<file path="config.mk">
export PLATFORM = sky130hd
export DESIGN_NAME = encoder_link_frame_decoder
export DESIGN_NICKNAME = d
export VERILOG_FILES = /design/src/sv/eld_pkg.sv /design/src/sv/eld_decode.sv /design/src/sv/encoder_link_frame_decoder.sv
export SDC_FILE = /design/constraint.sdc
export NUM_CORES = 1
export LEC_CHECK = 0
export BUFFER_PORTS_ARGS = -buffer_cell sky130_fd_sc_hd__buf_2
export CAP_MARGIN = 20
export CORE_ASPECT_RATIO = 1.1
export CORE_MARGIN = 2
export CORE_UTILIZATION = 60
export CTS_CLUSTER_DIAMETER = 40
export DETAILED_ROUTE_END_ITERATION = 8
export GPL_ROUTABILITY_DRIVEN = 0
export PLACE_DENSITY_LB_ADDON = 0.2
export SETUP_SLACK_MARGIN = 0.4
export SLEW_MARGIN = 20
export SYNTH_ARGS = -nofsm -noshare
export SYNTH_HDL_FRONTEND = slang
export SYNTH_SLANG_ARGS = --single-unit
</file>
<file path="constraint.sdc">
create_clock -name clk_i -period 8.5 [get_ports clk_i]
set_input_delay 0.85 -clock clk_i [delete_from_list [all_inputs] [get_ports clk_i]]
set_output_delay 0.85 -clock clk_i [all_outputs]
set_load 0.005 [all_outputs]
</file>
<file path="src/sv/eld_pkg.sv">
// ----------------------------------------------------------------------------
// eld_pkg: shared types and constants of the encoder link frame decoder
// Request flag codes, status codes, state and result records, and the CRC-4
// column table used to check resync frames.
// ----------------------------------------------------------------------------
`default_nettype none

package eld_pkg;

  // Request flags for the next poll
  localparam logic [7:0] FLG_NONE  = 8'h00;
  localparam logic [7:0] FLG_ABS   = 8'h01;
  localparam logic [7:0] FLG_LAST2 = 8'h02;
  localparam logic [7:0] FLG_ZERO  = 8'h80;

  // Bit positions of the resync requests within the flags
  localparam int unsigned FLG_ABS_BIT   = 0;
  localparam int unsigned FLG_LAST2_BIT = 1;

  // Status codes
  localparam logic [2:0] ST_NORMAL = 3'd0;
  localparam logic [2:0] ST_ABS    = 3'd1;
  localparam logic [2:0] ST_LAST2  = 3'd2;
  localparam logic [2:0] ST_CRC    = 3'd3;
  localparam logic [2:0] ST_MISS   = 3'd4;

  localparam logic [1:0] MISS_SAT = 2'd2;

  // CRC-4, x^4+x+1, MSB first over word bits 31..4
  localparam logic [3:0] CRC_POLY = 4'h3;
  localparam int unsigned CRC_BITS = 28;

  typedef logic [CRC_BITS-1:0][3:0] crc_cols_t;

  typedef struct packed {
    logic [7:0]  flags;
    logic [31:0] position;
    logic [19:0] speed;
    logic [1:0]  miss;
    logic        awaiting;
  } eld_state_t;

  typedef struct packed {
    logic [7:0]  next_flags;
    logic [31:0] position;
    logic [19:0] speed;
    logic [2:0]  status;
  } eld_result_t;

  // The CRC is linear with a zero start value, so each data bit contributes a
  // fixed nibble; work out that nibble for every bit at elaboration.
  function automatic crc_cols_t crc4_cols();
    crc_cols_t   cols;
    logic [3:0]  crc;
    logic        d;
    logic        m;
    cols = '0;
    for (int j = 0; j < CRC_BITS; j++) begin
      crc = 4'h0;
      for (int i = CRC_BITS - 1; i >= 0; i--) begin
        d   = (i == j);
        m   = crc[3];
        crc = {crc[2:0], 1'b0};
        if (d ^ m) begin
          crc = crc ^ CRC_POLY;
        end
      end
      cols[j] = crc;
    end
    return cols;
  endfunction

  localparam crc_cols_t CRC_COLS = crc4_cols();

endpackage

`default_nettype wire

</file>
<file path="src/sv/eld_decode.sv">
// ----------------------------------------------------------------------------
// eld_decode: frame decode and state update
// Decodes one reply word under the flags in force and yields the next state
// and the result record.
// ----------------------------------------------------------------------------
`default_nettype none

module eld_decode
  import eld_pkg::*;
(
  input  logic        reply_ok_i,
  input  logic [31:0] reply_word_i,
  input  eld_state_t  state_i,
  output eld_state_t  state_o,
  output eld_result_t result_o
);

  logic [3:0]  crc;
  logic        resync;
  logic        crc_bad;
  logic [31:0] abs_mag;
  logic [31:0] abs_pos;
  logic [12:0] delta_hi;
  logic [12:0] delta_lo;
  logic [12:0] delta_sum;
  logic [31:0] delta_hi_ext;
  logic [31:0] delta_sum_ext;
  logic [19:0] speed_mag;
  logic [19:0] speed_val;
  logic [1:0]  miss_inc;
  eld_state_t  st;
  logic [2:0]  status;

  // XOR of the column nibbles of the set data bits
  always_comb begin
    crc = 4'h0;
    for (int j = 0; j < CRC_BITS; j++) begin
      if (reply_word_i[j+4]) begin
        crc = crc ^ CRC_COLS[j];
      end
    end
  end

  assign resync  = state_i.flags[FLG_ABS_BIT] | state_i.flags[FLG_LAST2_BIT];
  assign crc_bad = resync && (crc != reply_word_i[3:0]);

  assign abs_mag = {9'b0, reply_word_i[30:8]};
  assign abs_pos = reply_word_i[31] ? (32'd0 - abs_mag) : abs_mag;

  assign delta_hi = reply_word_i[31] ? (13'd0 - {2'b0, reply_word_i[30:20]})
                                     : {2'b0, reply_word_i[30:20]};
  assign delta_lo = reply_word_i[19] ? (13'd0 - {2'b0, reply_word_i[18:8]})
                                     : {2'b0, reply_word_i[18:8]};
  assign delta_sum     = delta_hi + delta_lo;
  assign delta_hi_ext  = {{19{delta_hi[12]}}, delta_hi};
  assign delta_sum_ext = {{19{delta_sum[12]}}, delta_sum};

  assign speed_mag = {1'b0, reply_word_i[18:0]};
  assign speed_val = reply_word_i[19] ? (20'd0 - speed_mag) : speed_mag;

  assign miss_inc = (state_i.miss == MISS_SAT) ? MISS_SAT : state_i.miss + 2'd1;

  always_comb begin
    st = state_i;
    priority if (!reply_ok_i) begin
      st.miss = miss_inc;
      status  = ST_MISS;
    end else if (crc_bad) begin
      st.miss = miss_inc;
      status  = ST_CRC;
    end else begin
      priority if (state_i.flags[FLG_ABS_BIT]) begin
        st.position = abs_pos;
        st.speed    = '0;
        status      = ST_ABS;
      end else if (state_i.flags[FLG_LAST2_BIT]) begin
        st.position = state_i.position + delta_sum_ext;
        st.speed    = '0;
        status      = ST_LAST2;
      end else begin
        st.position = state_i.position + delta_hi_ext;
        st.speed    = speed_val;
        status      = ST_NORMAL;
      end
      st.miss     = '0;
      st.awaiting = 1'b0;
    end

    priority if (st.awaiting) begin
      st.flags = FLG_ZERO;
    end else if (st.miss == 2'd1) begin
      st.flags = FLG_LAST2;
    end else if (st.miss != 2'd0) begin
      st.flags = FLG_ABS;
    end else begin
      st.flags = FLG_NONE;
    end
  end

  assign state_o           = st;
  assign result_o.next_flags = st.flags;
  assign result_o.position   = st.position;
  assign result_o.speed      = st.speed;
  assign result_o.status     = status;

endmodule

`default_nettype wire

</file>
<file path="src/sv/encoder_link_frame_decoder.sv">
// ----------------------------------------------------------------------------
// encoder_link_frame_decoder: encoder reply frame decoder
// Tracks request flags, position, speed and misses across poll reports.
// ----------------------------------------------------------------------------
// Each input item reports one poll: tuser carries reply_ok, tdata the 32-bit
// reply word. The word is decoded under the request flags chosen by the
// previous item (normal frame, absolute resync or last-two resync, the
// resync frames checked by CRC-4), and one result item is produced per input
// item with the flags for the next poll, the wrapped position, the Q14 speed
// and a status code. The block takes one item per clock cycle unless the
// master side stalls it. An accepted item is loaded into the input register;
// when the result register is free or being emptied, the item moves through
// the decode logic into the result register. State is updated at that same
// edge, so the next item sees it at once. Both stages hold under
// back-pressure and fill as soon as the master side drains. After reset the
// flags request a zero frame and position, speed and miss count are zero.
`default_nettype none

module encoder_link_frame_decoder
  import eld_pkg::*;
(
  input  logic        clk_i,
  input  logic        rst_ni,
  input  logic        s_axis_tvalid_i,
  output logic        s_axis_tready_o,
  input  logic [31:0] s_axis_tdata_i,   // [31:0] reply_word
  input  logic        s_axis_tuser_i,   // [0] reply_ok
  output logic        m_axis_tvalid_o,
  input  logic        m_axis_tready_i,
  output logic [63:0] m_axis_tdata_o,   // [7:0] next_flags, [39:8] position,
                                        // [59:40] speed_q14, [63:60] zero
  output logic [2:0]  m_axis_tuser_o    // [2:0] status
);

  // Input register
  logic        in_vld_q, in_vld_d;
  logic [31:0] in_word_q;
  logic        in_ok_q;

  // Result register
  logic        out_vld_q, out_vld_d;
  eld_result_t out_q;

  // Decoder state
  eld_state_t  state_q, state_d;
  eld_result_t result;

  logic advance;
  logic accept;

  // Move the held item into the result register when that register is free
  // or being emptied this cycle.
  assign advance = in_vld_q && (!out_vld_q || m_axis_tready_i);
  assign s_axis_tready_o = !in_vld_q || advance;
  assign accept  = s_axis_tvalid_i && s_axis_tready_o;

  assign in_vld_d  = accept || (in_vld_q && !advance);
  assign out_vld_d = advance || (out_vld_q && !m_axis_tready_i);

  eld_decode u_decode (
    .reply_ok_i   (in_ok_q),
    .reply_word_i (in_word_q),
    .state_i      (state_q),
    .state_o      (state_d),
    .result_o     (result)
  );

  // Control and state
  always_ff @(posedge clk_i or negedge rst_ni) begin
    if (!rst_ni) begin
      in_vld_q          <= 1'b0;
      out_vld_q         <= 1'b0;
      state_q.flags     <= FLG_ZERO;
      state_q.position  <= '0;
      state_q.speed     <= '0;
      state_q.miss      <= '0;
      state_q.awaiting  <= 1'b1;
    end else begin
      in_vld_q  <= in_vld_d;
      out_vld_q <= out_vld_d;
      if (advance) begin
        state_q <= state_d;
      end
    end
  end

  // Payload: capture on accept, hold otherwise
  always_ff @(posedge clk_i) begin
    if (accept) begin
      in_word_q <= s_axis_tdata_i;
      in_ok_q   <= s_axis_tuser_i;
    end
    if (advance) begin
      out_q <= result;
    end
  end

  assign m_axis_tvalid_o = out_vld_q;
  assign m_axis_tdata_o  = {4'b0, out_q.speed, out_q.position, out_q.next_flags};
  assign m_axis_tuser_o  = out_q.status;

endmodule

`default_nettype wire

</file>
# ---- Yosys cells after proc, flatten, opt, wreduce, memory -nomap -nowiden
# Cells that the tools add are included.
dict set report totals {
  reg_bits 155
  latchBits 0
  mem_bits_rw 0
  romBits 0
  inputBits 37
  output_inout_bits 69
  n_memories 0
}
dict set report classes {
  n_addsub 8
  multipliers 0
  div 0
  order_cmp 0
  eq_ne 3
  shift 0
  mux 47
  n_bitwise 28
  reduce_logical 14
}
# cell count
set op_table {}
lappend op_table {{2-to-1 mux 52 bit} 4}
lappend op_table {{adder 32 bit} 2}
lappend op_table {{2-to-1 mux 4 bit} 15}
lappend op_table {{2-to-1 mux 32 bit} 1}
lappend op_table {{2-to-1 mux 13 bit} 2}
lappend op_table {{2-to-1 mux 3 bit} 8}
lappend op_table {{NOT 3 bit} 8}
lappend op_table {{subtractor 1 x 11 -> 12 bit (first input constant)} 2}
lappend op_table {{subtractor 1 x 23 -> 24 bit (first input constant)} 1}
lappend op_table {{2-to-1 mux 20 bit} 1}
lappend op_table {{subtractor 1 x 19 -> 20 bit (first input constant)} 1}
lappend op_table {{2-to-1 mux 2 bit} 9}
lappend op_table {{NOT 2 bit} 9}
lappend op_table {{2-to-1 mux 8 bit} 2}
lappend op_table {{adder 13 bit} 1}
lappend op_table {{NOT 4 bit} 2}
lappend op_table {{NOT 1 bit} 6}
lappend op_table {{logical AND 1 bit} 5}
lappend op_table {{2-to-1 mux 1 bit} 5}
lappend op_table {{logical NOT 1 bit} 4}
lappend op_table {{logical OR 1 bit} 4}
lappend op_table {{inequality test 4 bit} 1}
lappend op_table {{NOT 1 -> 2 bit} 2}
lappend op_table {{adder 2 x 1 -> 2 bit (second input constant)} 1}
lappend op_table {{other kinds (4)} 4}

# ---- Longest topological paths before layout
dict set report depth {
  ltp_word 59
  ltp_mapped 26
  mapped_depth_nobuf 25
}

# ---- Hierarchy
# From an unflattened synthesis, not the netlist that was laid out.
dict set report hier_totals {
  hier_cells 1049
  hier_area_um2 10978.0
}
# module instances cells_per_inst area_each_um2
set modules_own_cells {}
lappend modules_own_cells {encoder_link_frame_decoder 1 242 5599.1}
lappend modules_own_cells {eld_decode 1 807 5378.9}

# ---- Least setup slack after synthesis
# OpenSTA, ideal clock, no wires.
dict set report synth_path {
  path_type {reg-to-reg}
  start {reg in_word_q[19]}
  end {reg out_q, in the netlist m_axis_tdata_o[39] (data pin)}
  setup_ns 0.158
  arrival_time_ns 6.753
  setup_slack_ns 1.589
  stages_incl_launch_ff 22
  path_buffers 3
  synth_period_minus_slack_ns 6.911
  path_cell_list {edfxtp_1 -> clkbuf_1 -> clkbuf_1 -> o21ai_0 -> fa_1 -> a21oi_1 -> o21ai_0 -> nor4b_1 -> nor2_1 -> a41o_1 -> o41ai_1 -> ha_1 -> clkbuf_1 -> a21oi_1 -> o21ai_0 -> a31oi_1 -> o21ai_0 -> a21oi_1 -> a21o_1 -> xor2_1 -> or3_1 -> o211ai_1}
}
# item line_no
set synth_rtl {}
lappend synth_rtl {{start: declaration} encoder_link_frame_decoder.sv:37} ;# logic [31:0] in_word_q;
lappend synth_rtl {{start signal: assignment} encoder_link_frame_decoder.sv:90} ;# in_word_q <= s_axis_tdata_i;
lappend synth_rtl {{end signal: assignment} encoder_link_frame_decoder.sv:94} ;# out_q <= result;
lappend synth_rtl {{end: declaration} encoder_link_frame_decoder.sv:42} ;# eld_result_t out_q;

==> flow_summary.toml <==
[setup_path]
cp-start-kind = "flip-flop"
path_cells = "inv_1 > ha_1 > nor2b_1 > nand2_1 > or3_1 > or3_1 > nand2_1 > xnor2_1 > ha_1 > nand3_1 > nand2_1 > a41o_1 > o41ai_2 > buf_4 > ha_1 > a21oi_1 > o21ai_0 > a31oi_1 > a31oi_1 > a31oi_1 > nor4_1 > a311oi_2 > o21ai_1"
slowest_stage = "edfxtp_1"
path_class = "flip-flop to flip-flop"
max_stage_delay_ps = 460
crit_arrival_ps = 6110
worstPathMaxFanout = 21
worstSetupEndpointType = "flip-flop"
critical_path_required_ps = 8650

[routing]
viasPerCell = 5.895
detail_route.first_pass.iterations = 6
wl_per_cell_um = 17.49
num_vias = 7504
m1WireLength_um = 9490
drc_errors = 0
wl_met2_um = 11000
routed.top_layer = "met4"
drt.antenna.violating_nets = 0
first_iter_violations = 570
wl_um = 22270
met3_length_um = 1316

[grt]
antenna_found_initial = 0
globalRouteTotalUtil = 0.2656
grt_pass1_vias = 7171
grt_first_pass_wirelength_um = 35870
grt_max_degree = 78
overflow = 0

[pwr]
powerDensity_nw_per_um2 = 400.2
p_leak_nw = 4.700
ir_drop_mv = 0.1745

[clock_network]
clock_latency_ps = 430
cts_root_buf = "clkbuf_16"
clkTransAtPathRegs_ps = 60
cts-hold-fix-buffers = 0
cts_tree = "yes"
cts_made_buffers = 17
cts.sinks = 150
cts_resized = 0
post_cts_buffers = 0
cts_buffer_depth = 2
htree_levels = 4

[timing]
fin_tns_setup_ps = 0
finalCritPeriodShare = 0.7010
skew_ps = 12.33
setup_violations = 0
fin_crit_ps = 5958
finalHoldViolCount = 0
maxSlewHeadroom = 0.3669
rsz0062_at_grt = "no"
tightest_slew_ps = 949.6
maxSlewViolCount = 0
fmax_mhz = 167.8

[layout]
fillers = 1281
fin_cells = 1273
area_delta_synth_final_pct = 11.58
nNetsFinal = 1151
drive_gt1_frac = 0.1566
num_antenna_cells = 0
multi_input_area_um2 = 5132
regArea_um2 = 4212

[yosys]
synth_area_leaders = "edfxtp_1, dfrtp_1, xnor2_1, ha_1, nand2_1"
synth_area_um2 = 9684
synth_ff_type = "edfxtp_1"
ys_seq_area_frac = 0.4348
synth_edf_count = 91
synth_warnings = 0
ys_types = 64
synth.ff_latch_count = 150
synth-async-reset-ratio = 0.3933
synth_top_area_frac = 0.2822
postSynthAreaPerCell_um2 = 9.743
synth_top_cell_by_area = "edfxtp_1"
synthCells = 994

[place]
portBuffers = 96
place_inst = 1241
dp_hpwl_um = 16150

[floorplanning]
initial_utilization = 0.6155
die_y_um = 137.2
placementRows = 48
pin_count = 106
die_area_um2 = 17170
die_w_um = 125.1
coreArea_um2 = 15740

[run_status]
outcome = "finished clean"

[min_path]
hold_class = "flip-flop to flip-flop"

[flow_run]
max_cap_violations = 0
==> power by group <==
part           internal [mW]  leakage (nW)  switching, mW
sequential              1.09          1.60          0.161
clock                  0.454         0.290          0.312
combinational          0.970          2.80           1.34
==> path summary, 6_finish.rpt <==
kind / start / end / slack (ps) / cells past startpoint
setup / recovery: in_word_q[8]$_DFFE_PP_ / m_axis_tdata_o[38]$_DFFE_PP_ / 2540 / 23
hold / removal: state_q[2]$_DFFE_PN0P_ / state_q[2]$_DFFE_PN0P_ / 480 / 2
setup reg to reg: in_word_q[8]$_DFFE_PP_ / m_axis_tdata_o[38]$_DFFE_PP_ / 2540 / 23
hold reg to reg: state_q[2]$_DFFE_PN0P_ / state_q[2]$_DFFE_PN0P_ / 480 / 2
max in group asynchronous: rst_ni / state_q[55]$_DFFE_PN0P_ / 7340 / 2
min in group asynchronous: rst_ni / state_q[37]$_DFFE_PN0P_ / 590 / 2
==> synthesized netlist by cell type (14+ instances only) <==
cell / count
o21ai_0: 70
xor2_1: 44
a21oi_1: 48
nor2_1: 59
xnor2_1: 78
buf_2: 15
edfxtp_1: 91
o21ai_1: 28
mux2_2: 18
a22o_1: 18
dfrtp_1: 58
nand2_1: 142
inv_1: 18
ha_1: 52
a21o_1: 36
clkbuf_1: 34
nand3_1: 14
==> through the flow <==
stage | util | worst slack (ps) | instance area (um^2) | power (mW) | hold WS (ps)
after floorplan | - | 1589 | 9714 | 2.971 | 449.8
after CTS | 0.6867 | 2592 | 10810 | 4.305 | 484.9
final | 0.6867 | 2542 | 10810 | 4.325 | 480.0
after global routing | 0.6867 | 2176 | 10810 | 4.653 | 524.2
after global placement | 0.6489 | 2788 | 10210 | 3.471 | 465.6
after detailed placement | 0.6489 | 2645 | 10210 | 3.516 | 470.1
==> layer usage <==
layer	GRT usage	vias up
li1	-	3660
met1	0.3436	3554
met2	0.4508	254
met3	0.05243	36
met4	0.09383	0
met5	0	-
==> cell usage in the layout, fill, tap and decap left out, drive strengths merged, types with 11 or more instances in the layout <==
master  count
nand2     142
buf       105
o21ai      99
edfxtp     91
xnor2      78
nor2       61
dfrtp      58
ha         52
a21oi      48
xor2       44
a21o       36
inv        25
clkbuf     21
mux2       18
a22o       18
nand3      14
or3        12
o21a       12
nand2b     11
o211ai     11
==> area by class of cell <==
cell class / instances / share of cell area
inverters: 18 / 0.006253
flip-flops and latches: 150 / 0.3898
well taps: 200 / 0.02316
clock buffers: 21 / 0.04261
repair buffers: 105 / 0.05072
multi-input cells: 768 / 0.4750
clock inverters: 11 / 0.01251
==> worst max-delay path: cells and delay by family, from the launching register on <==
family	cells	cell delay, ps
AOI/OAI and AO/OA	9	2290
xor gates and xnor gates	1	70
adders and majority gates	3	860
and+or+nand+nor	8	1490
DFF	1	460
buffers and inverters	2	500
==> state kept, by name, indices dropped and copies added, names as in the netlist <==
name	count
state_q	57
m_axis_tdata_o	55
in_word_q	32
m_axis_tuser_o	3
in_ok_q	1
in_vld_q	1
m_axis_tvalid_o	1
==> cells by family (layout without fill, tap and decap cells) <==
family	after synthesis	in the layout	share of synthesized area
and+or+nand+nor	290	290	0.1342
AOI/OAI and AO/OA	267	267	0.1769
DFF	150	150	0.4348
xor gates and xnor gates	124	124	0.1150
buffers and inverters	84	155	0.04031
adders and majority gates	54	54	0.07132
muxes	24	24	0.02713
other	1	9	0.0003872
No activity file was read; power rests on OpenSTA's default activity.
